**config.mk**
```make
export PLATFORM = sky130hd
export DESIGN_NAME = rpe_ctrl
export DESIGN_NICKNAME = d
export VERILOG_FILES = /design/src/hdl/rpe_pkg.sv /design/src/hdl/rpe_ctrl.sv
export SDC_FILE = /design/constraint.sdc
export NUM_CORES = 1
export LEC_CHECK = 0
export ABC_AREA = 1
export BUFFER_PORTS_ARGS = -buffer_cell sky130_fd_sc_hd__buf_2
export CAP_MARGIN = 0
export CORE_ASPECT_RATIO = 1.25
export CORE_MARGIN = 4
export CORE_UTILIZATION = 31
export CTS_CLUSTER_DIAMETER = 120
export DETAILED_ROUTE_END_ITERATION = 16
export GPL_TIMING_DRIVEN = 0
export RECOVER_POWER = 25
export SLEW_MARGIN = 5
export SYNTH_ARGS = -nofsm -noshare
export SYNTH_HDL_FRONTEND = slang
export SYNTH_SLANG_ARGS = --single-unit
```
**constraint.sdc**
```tcl
create_clock -name clk_i -period 3.1 [get_ports clk_i]
set_clock_uncertainty 0.05 [all_clocks]
set_input_delay 0.31 -clock clk_i [delete_from_list [all_inputs] [get_ports clk_i]]
set_output_delay 0.31 -clock clk_i [all_outputs]
set_load 0.005 [all_outputs]
```
**src/hdl/rpe_pkg.sv**
```systemverilog
`default_nettype none
package rpe_pkg;

  localparam int unsigned FracBitsDef = 16;
  localparam int unsigned NumGains    = 4;

  localparam logic [31:0] GainReset     = 32'h0001_0000;
  localparam logic [19:0] SpsReset      = 20'd1000;
  localparam logic [7:0]  InvertedRange = 8'd2;
  localparam logic [63:0] Div10Recip    = 64'h0066_6666_6666_6667;
  localparam logic [47:0] PowerMax      = 48'h8000_0000_0000;

  typedef enum logic [2:0] {
    REG_GAIN_V  = 3'd0,
    REG_GAIN_R1 = 3'd1,
    REG_GAIN_R2 = 3'd2,
    REG_GAIN_R3 = 3'd3,
    REG_SPS     = 3'd4
  } reg_idx_e;

  typedef enum logic [2:0] {
    OP_MUL  = 3'b001,
    OP_DIV  = 3'b010,
    OP_SQRT = 3'b100
  } op_e;

  typedef enum logic [4:0] {
    ST_VQN = 5'd0,
    ST_VSQ = 5'd1,
    ST_VRT = 5'd2,
    ST_VGN = 5'd3,
    ST_VDV = 5'd4,
    ST_IQN = 5'd5,
    ST_ISQ = 5'd6,
    ST_IRT = 5'd7,
    ST_IGN = 5'd8,
    ST_IDV = 5'd9,
    ST_PQN = 5'd10,
    ST_PSS = 5'd11,
    ST_PNN = 5'd12,
    ST_PDV = 5'd13,
    ST_PG0 = 5'd14,
    ST_PGR = 5'd15,
    ST_PDR = 5'd16,
    ST_EMU = 5'd17,
    ST_EDV = 5'd18
  } step_e;

  typedef struct packed {
    logic [62:0]        sum_v_squared;
    logic signed [31:0] sum_v;
    logic [62:0]        sum_i_squared;
    logic signed [31:0] sum_i;
    logic signed [63:0] sum_vi;
    logic [15:0]        sample_count;
    logic [7:0]         range_index;
  } in_t;

  typedef struct packed {
    logic [31:0]        v_rms;
    logic [31:0]        i_rms;
    logic signed [47:0] active_power;
    logic signed [63:0] energy_total;
    logic               error_flag;
  } out_t;

  typedef struct packed {
    logic  load;
    logic  start;
    logic  capture;
    logic  write;
    step_e step;
  } cmd_t;

  typedef struct packed {
    logic err;
    logic done;
    logic slot_free;
  } sts_t;

endpackage
`default_nettype wire

```
**src/hdl/rpe_ctrl.sv**
```systemverilog
`default_nettype none
module rpe_ctrl import rpe_pkg::*; (
  input  wire logic clk_i,
  input  wire logic rst_ni,
  input  wire logic in_valid_i,
  output logic      in_ready_o,
  input  wire sts_t sts_i,
  output cmd_t      cmd_o
);

  typedef enum logic [3:0] {
    S_IDLE  = 4'b0001,
    S_ISSUE = 4'b0010,
    S_WAIT  = 4'b0100,
    S_WRITE = 4'b1000
  } state_e;

  state_e state_q, state_d;
  step_e  step_q, step_d;
  logic   load, start, capture, write;

  always_comb begin
    state_d = state_q;
    step_d  = step_q;
    load    = 1'b0;
    start   = 1'b0;
    capture = 1'b0;
    write   = 1'b0;
    case (state_q)
      S_IDLE: begin
        if (in_valid_i) begin
          load    = 1'b1;
          step_d  = ST_VQN;
          state_d = S_ISSUE;
        end
      end
      S_ISSUE: begin
        if (sts_i.err) begin
          state_d = S_WRITE;
        end else begin
          start   = 1'b1;
          state_d = S_WAIT;
        end
      end
      S_WAIT: begin
        if (sts_i.done) begin
          capture = 1'b1;
          if (step_q == ST_EDV) begin
            state_d = S_WRITE;
          end else begin
            step_d  = step_e'(step_q + 5'd1);
            state_d = S_ISSUE;
          end
        end
      end
      S_WRITE: begin
        if (sts_i.slot_free) begin
          write   = 1'b1;
          state_d = S_IDLE;
        end
      end
      default: state_d = S_IDLE;
    endcase
  end

  always_ff @(posedge clk_i or negedge rst_ni) begin
    if (!rst_ni) begin
      state_q <= S_IDLE;
      step_q  <= ST_VQN;
    end else begin
      state_q <= state_d;
      step_q  <= step_d;
    end
  end

  assign in_ready_o = (state_q == S_IDLE);
  assign cmd_o      = '{load: load, start: start, capture: capture, write: write,
                        step: step_q};

`ifndef SYNTHESIS
  a_done_in_wait: assert property (@(posedge clk_i) disable iff (!rst_ni)
    sts_i.done |-> (state_q == S_WAIT))
    else $error("unit finished outside of a wait");
  a_no_start_on_err: assert property (@(posedge clk_i) disable iff (!rst_ni)
    start |-> !sts_i.err)
    else $error("work started on a rejected item");
  a_load_then_issue: assert property (@(posedge clk_i) disable iff (!rst_ni)
    load |=> ((state_q == S_ISSUE) && (step_q == ST_VQN)))
    else $error("item load did not start the sequence");
`endif

endmodule
`default_nettype wire

```
==> metrics.md, run 1 <==
| Metric | Value |
|---|---|
| Run status | `complete, no violations` |
| CP startpoint kind | `register` |
| Critical path class | `register to output port` |
| Io pins | `16` |
| Final non-filler cell total | `130` |
| Synth-to-Final Area Change | `20.8%` |
| Die Width | `48.9 µm` |
| Synth Cell Area | `649 µm²` |
| Number of flops mapped to enable cells by yosys | `0` |
| Hold WS | `249 ps` |
| Flop2flop setup slack | `1680 ps` |
| Initial antenna violation count | `0` |
| Power Dens Cells | `630 mW/mm²` |
| Routability congestion estimate | `0.824` |
| Crit end category | `output port` |
| Adder-cell share of the synthesized area | `3.85%` |
| Routed wire length | `1350 µm` |
| Synth Area in Simple Gates | `44.9%` |
| Post-CTS Setup Repair Bufs | `0` |
| Yosys reg bits | `9` |
| MaxCap Viol Count | `0` |
| R2r endpoint | `step_q[2]` |
| Setup total negative slack | `0 ps` |
| Design area | `785 µm²` |
| XOR/XNOR Fraction of Synth Area | `1.35%` |
| Total congestion overflow | `0` |
| Worst Hold Class | `input port to register` |
| RSZ-0062 raised after global routing | `no` |
| Sequential share of the synthesized area | `34.9%` |
| DR vias/cell | `4.68` |
| Ys Warns | `0` |
| Peak VDD IR | `0.301 mV` |
| Worst skew pair latency | `260 ps` |
| Syn_area_per_cell | `7.22 µm²` |
| Leak Pwr | `0.444 nW` |
| Reg clk slew, reported paths | `60 ps` |
| Worst-case clock buffer depth | `2` |
| Tcrit/Tclk final | `56.8%` |
| Fmax | `568 MHz` |
| Die area | `0.00290 mm²` |
| Clock sink count | `9` |
| Setup ws final | `1340 ps` |
| All-Layer GR Usage | `10.7%` |
| Asr flop ratio synth | `100%` |
| FF-to-FF path depth | `10` |
| Final HPWL DP | `1070 µm` |
| Root buffer cell | `clkbuf_4` |
| Die height | `59.2 µm` |
| Drt wl/cell | `10.4 µm` |
| Std-Cell Core Area | `0.00198 mm²` |
| H-tree Lvls | `1` |
| Vias | `608` |
| First-pass GRT wire length | `2450 µm` |
| Hold Path End | `state_q[2]` |
| Cell variety after synth | `19` |
| Post-route ant nets | `0` |
| Slew HR | `66.7%` |
| Final setup viols | `0` |
| Initial Util | `32.8%` |
| Largest family of logic cells by synthesized area | `simple AND/OR/NAND/NOR gates` |
| Hold path depth | `2` |
| Count of pins over their slew limit | `0` |
| Resized Gates After CTS | `0` |
| Fin nets | `119` |
| Slew @ Worst Pin | `500 ps` |
| Final hold violations | `0` |
| Total Power | `0.494 mW` |
| Largest net degree at the start of global routing | `10` |
| Tmin final | `1760 ps` |
| Syn_nets | `98` |
| Critical path arrival | `1400 ps` |
| Drt first pass iters | `4` |
| FF-to-FF Start | `step_q[0]` |
| Share of cells above drive strength 1 | `34.5%` |
| Placed Instance Area | `749 µm²` |
| Mux contribution to synthesized area | `0%` |
| Site Rows | `18` |
| PortBufs | `15` |
| CTS tree | `done` |
| Synth Area in Compound Gates | `2.31%` |
| Min-delay src | `sts_i[2]` |
| CTS Buf Count | `3` |
| Cell count after synthesis | `90` |
| CP max FO | `4` |
| Placed insts | `125` |
| DRC | `0` |
| Violation count after the first detailed-route iteration | `16` |
| Diode count | `0` |
| Vias in the first global route | `578` |
| Dominant synthesized flop cell | `dfrtp_1` |
| Pre-CTS setup slack | `1620 ps` |
| Final core utilization | `39.6%` |
| CP required | `2740 ps` |
==> synth_stat cells (2+ instances only) <==
| library cell | count | area, µm² |
|---|---|---|
| buf_4 | 4 | 30.0 |
| dfrtp_1 | 8 | 200 |
| ha_1 | 2 | 25.0 |
| inv_1 | 11 | 41.3 |
| inv_2 | 3 | 11.3 |
| nand2_1 | 20 | 75.1 |
| nand2_2 | 4 | 25.0 |
| nand2_4 | 2 | 22.5 |
| nand3_1 | 10 | 50.1 |
| nand3_2 | 2 | 20.0 |
| nand4_1 | 3 | 18.8 |
| nor2_1 | 10 | 37.5 |
| nor2_2 | 4 | 25.0 |
| o21ai_0 | 2 | 10.0 |
==> flip-flops by register name, indices dropped and copies added (netlist names) <==
register	cells
step_q	5
state_q	4
==> worst max path at each step <==
| stage | start | to | slack [ps] |
|---|---|---|---|
| after floorplan | state_q[0] | cmd_o[8] | 1760 |
| after global placement | state_q[0] | cmd_o[8] | 1630 |
| after detailed placement | state_q[0] | cmd_o[8] | 1620 |
| after CTS | state_q[0] | cmd_o[8] | 1310 |
| after global routing | state_q[0] | cmd_o[8] | 1220 |
| final | state_q[0] | cmd_o[8] | 1340 |
==> per-layer routing <==
layer	GRT usage [%]	wire length, µm	up-vias
li1	-	-	319
met1	13.1	595	271
met2	17.7	651	14
met3	2.02	75	4
met4	5.77	29	0
met5	0	0	-
==> worst max-delay path, cell delays in order, from the launching register on <==
cell	delay, ps
dfstp_2	550
inv_2	60
nor2_2	130
nand2_2	110
nor2_1	100
buf_4	100
buf_2	90
==> power breakdown <==
part / internal, mW / total, mW / switching (mW) / leakage [nW]
registers: 0.143 / 0.169 / 0.0265 / 0.120
logic: 0.0831 / 0.235 / 0.152 / 0.308
clock network: 0.0496 / 0.0902 / 0.0407 / 0.0150
==> cell usage in the layout, fill, tap and decap left out <==
| cell type | instances |
|---|---|
| nand2_1 | 20 |
| nand4_1 | 3 |
| inv_2 | 3 |
| inv_1 | 11 |
| clkbuf_4 | 3 |
| nor2_1 | 10 |
| dlygate4sd3_1 | 1 |
| xnor2_1 | 1 |
| dfstp_2 | 1 |
| nand2_2 | 4 |
| buf_4 | 4 |
| nand3_2 | 2 |
| ha_1 | 2 |
| buf_2 | 14 |
| nor2_2 | 4 |
| nand3_1 | 10 |
| clkbuf_1 | 2 |
| o21ai_0 | 2 |
| nand2_4 | 2 |
| dfrtp_1 | 8 |
| nor2_4 | 1 |
| nor4_1 | 1 |
| o21ai_1 | 1 |
==> kinds of logic after synthesis <==
kind of cell               after synthesis
AOI/OAI and AO/OA                        3
and+or+nand+nor                         57
buffers and inverters                   18
xor gates and xnor gates                 1
DFF                                      9
adders and majority gates                2
==> layout make-up <==
| type | count | area (µm²) |
|---|---|---|
| fillers | 215 | 1200 |
| multi-input cells | 63 | 340 |
| plain buffers | 4 | 30.0 |
| flip-flops and latches | 9 | 226 |
| inverters | 14 | 52.6 |
| repair buffers | 16 | 83.8 |
| clock buffers | 4 | 26.3 |
| well taps | 20 | 25.0 |
==> timing repair <==
item	CTS	global route
endpoints found under the setup margin	0	0
hold buffers	1	0
endpoints found under the hold margin	8	0
No activity file was read; power rests on OpenSTA's default activity.
==> run 2, diff against run 1 <==
==> constraint.sdc (replaced) <==
create_clock -name clk_i -period 1.73 [get_ports clk_i]
set_clock_uncertainty 0.05 [all_clocks]
set_input_delay 0.173 -clock clk_i [delete_from_list [all_inputs] [get_ports clk_i]]
set_output_delay 0.173 -clock clk_i [all_outputs]
set_load 0.005 [all_outputs]
==> run 2 against run 1 <==
  * Sequential share of layout area down 0.72 points
  * Cell count up 1.5%
  * Sequential power up 81%
  * Critical path type unchanged
  * Critical endpoint unchanged
  * Largest cell class unchanged
==> metrics.md, run 2 (synthesis results as in run 1) <==
| Metric | Value |
|---|---|
| CP startpoint | `state_q[0]` |
| FF-to-FF Start | `state_q[0]` |
| DR vias/cell | `4.70 (+0.59%)` |
| Violation count after the first detailed-route iteration | `10 (-6)` |
| Slew HR | `66.5% (-0.15 points)` |
| Peak VDD IR | `0.550 mV (+83%)` |
| CP required | `1510 ps (-1230 ps)` |
| RSZ-0062 raised after global routing | `no` |
| Biggest regs | `step_q: 5 flops, state_q: 4 flops` |
| DRC | `0 (unchanged)` |
| Io pins | `16 (unchanged)` |
| CTS Buf Count | `3 (unchanged)` |
| Std-Cell Core Area | `0.00198 mm² (unchanged)` |
| Worst skew pair latency | `260 ps (about the same)` |
| Fmax | `633 MHz` |
| Diode count | `0 (unchanged)` |
| All-Layer GR Usage | `10.7% (unchanged)` |
| Die area | `0.00290 mm² (unchanged)` |
| Vias in the first global route | `578 (unchanged)` |
| Leak Pwr | `0.455 nW (+2.6%)` |
| Run status | `complete, no violations` |
| Post-route ant nets | `0 (unchanged)` |
| R2r endpoint | `step_q[2]` |
| Routed wire length | `1390 µm (+2.7%)` |
| Initial antenna violation count | `0 (unchanged)` |
| Routability congestion estimate | `0.824 (unchanged)` |
| Hold path depth | `2 (unchanged)` |
| Clock sink count | `9 (unchanged)` |
| Crit end category | `output port` |
| Reg clk slew, reported paths | `60 ps (about the same)` |
| Drt first pass iters | `3 (-1)` |
| PortBufs | `15 (unchanged)` |
| CP max FO | `4 (unchanged)` |
| Register area | `226 µm² (unchanged)` |
| Final HPWL DP | `1070 µm (unchanged)` |
| Site Rows | `18 (unchanged)` |
| Min-delay src | `sts_i[2]` |
| MaxCap Viol Count | `0 (unchanged)` |
| Most frequent cells in the layout | `20 x nand2_1, 14 x buf_2, 11 x inv_1` |
| Final hold violations | `0 (unchanged)` |
| Tmin final | `1580 ps` |
| Vias | `621 (+2.1%)` |
| Largest Register | `step_q` |
| CP startpoint kind | `register` |
| Hold Path End | `state_q[2]` |
| First-pass GRT wire length | `2450 µm (unchanged)` |
| Multi-input logic area | `345 µm² (+1.5%)` |
| Die Width | `48.9 µm (unchanged)` |
| Critical path class | `register to output port` |
| Tcrit/Tclk final | `91.4%` |
| Die height | `59.2 µm (unchanged)` |
| Setup ws final | `149 ps (-1190 ps)` |
| Setup total negative slack | `0 ps (unchanged)` |
| Share of cells above drive strength 1 | `35.7% (+1.2 points)` |
| CTS tree | `done` |
| Drt wl/cell | `10.5 µm (+1.2%)` |
| Largest net degree at the start of global routing | `10 (unchanged)` |
| Leading cell type in the layout, fill and taps excluded | `nand2_1` |
| Worst Hold Class | `input port to register` |
| Count of pins over their slew limit | `0 (unchanged)` |
| Root buffer cell | `clkbuf_4` |
| H-tree Lvls | `1 (unchanged)` |
| Initial Util | `32.8% (unchanged)` |
| Critical path arrival | `1360 ps (-40 ps)` |
| Fin nets | `121 (+1.7%)` |
| Max FFs per register | `5 (unchanged)` |
| # fillers | `215 (unchanged)` |
| Slew @ Worst Pin | `502 ps (+2.29 ps)` |
| Flop2flop setup slack | `300 ps (-1380 ps)` |
| Final setup viols | `0 (unchanged)` |
| Power Dens Cells | `1170 mW/mm² (+86%)` |
| Total congestion overflow | `0 (unchanged)` |
| FF-to-FF path depth | `8 (-2)` |
| Worst-case clock buffer depth | `2 (unchanged)` |
| Pre-CTS setup slack | `317 ps (-1300 ps)` |
| Synth-to-Final Area Change | `23.9%` |
run 2: changes by cell type in the layout (fill, tap and decap cells not counted), sizes merged:
cell | before | now
buf | 18 | 20
run 2: worst max path at each step:
| stage | to | slack (ps) | cells past startpoint |
|---|---|---|---|
| 2_1_floorplan | step_q[2] | 430 | 10 |
| 3_3_place_gp | step_q[1] | 340 | 10 |
| 3_5_place_dp | step_q[0] | 320 | 10 |
| 4_1_cts | cmd_o[8] | 80 | 6 |
| 5_1_grt | cmd_o[8] | 40 | 6 |
| 6_report | cmd_o[8] | 150 | 6 |
run 2: cell type report:
type / instances / share of cell area [%]
multi-input cells: 63 / 42.9
inverters: 14 / 6.53
repair buffers: 18 / 12.3
well taps: 20 / 3.11
flip-flops and latches: 9 / 28.1
plain buffers: 4 / 3.73
clock buffers: 4 / 3.27
run 2: worst max-delay path: stages (launching register included):
cell	delay, ps
dfstp_2	550
inv_2	60
nor2_2	130
nand2_2	80
nor2_1	90
buf_4	100
buf_2	90
run 2: report_power, final:
part	switching [mW]	internal, mW	total, mW
combinational	0.285	0.192	0.476
sequential	0.0501	0.256	0.306
clock	0.0711	0.0887	0.160
total	0.406	0.536	0.942
run 2: layer usage:
layer	global-route usage, %	wire (µm)	up-vias
li1	-	-	320
met3	2.02	75	4
met2	17.7	668	14
met5	0	0	-
met4	5.77	29	0
met1	13.1	614	283
run 2: what timing repair did:
action / CTS / global route
buffers inserted: 0 / 2
hold buffers: 1 / 0
setup endpoints to repair: 0 / 2
resized for setup: 0 / 1
endpoints found under the hold margin: 9 / 0
run 2: through the flow:
| stage | total power, mW | hold WS (ps) | util [%] | cell area (µm²) | cells |
|---|---|---|---|---|---|
| 2_1_floorplan | 0.619 | -173 | - | 649 | 90 |
| 3_3_place_gp | 0.726 | -14.1 | 37.8 | 749 | 125 |
| 3_5_place_dp | 0.736 | -9.77 | 37.8 | 749 | 125 |
| 4_1_cts | 0.904 | 109 | 39.6 | 786 | 130 |
| 5_1_grt | 1.03 | 107 | 40.6 | 805 | 132 |
| 6_report | 0.942 | 118 | 40.6 | 805 | 132 |
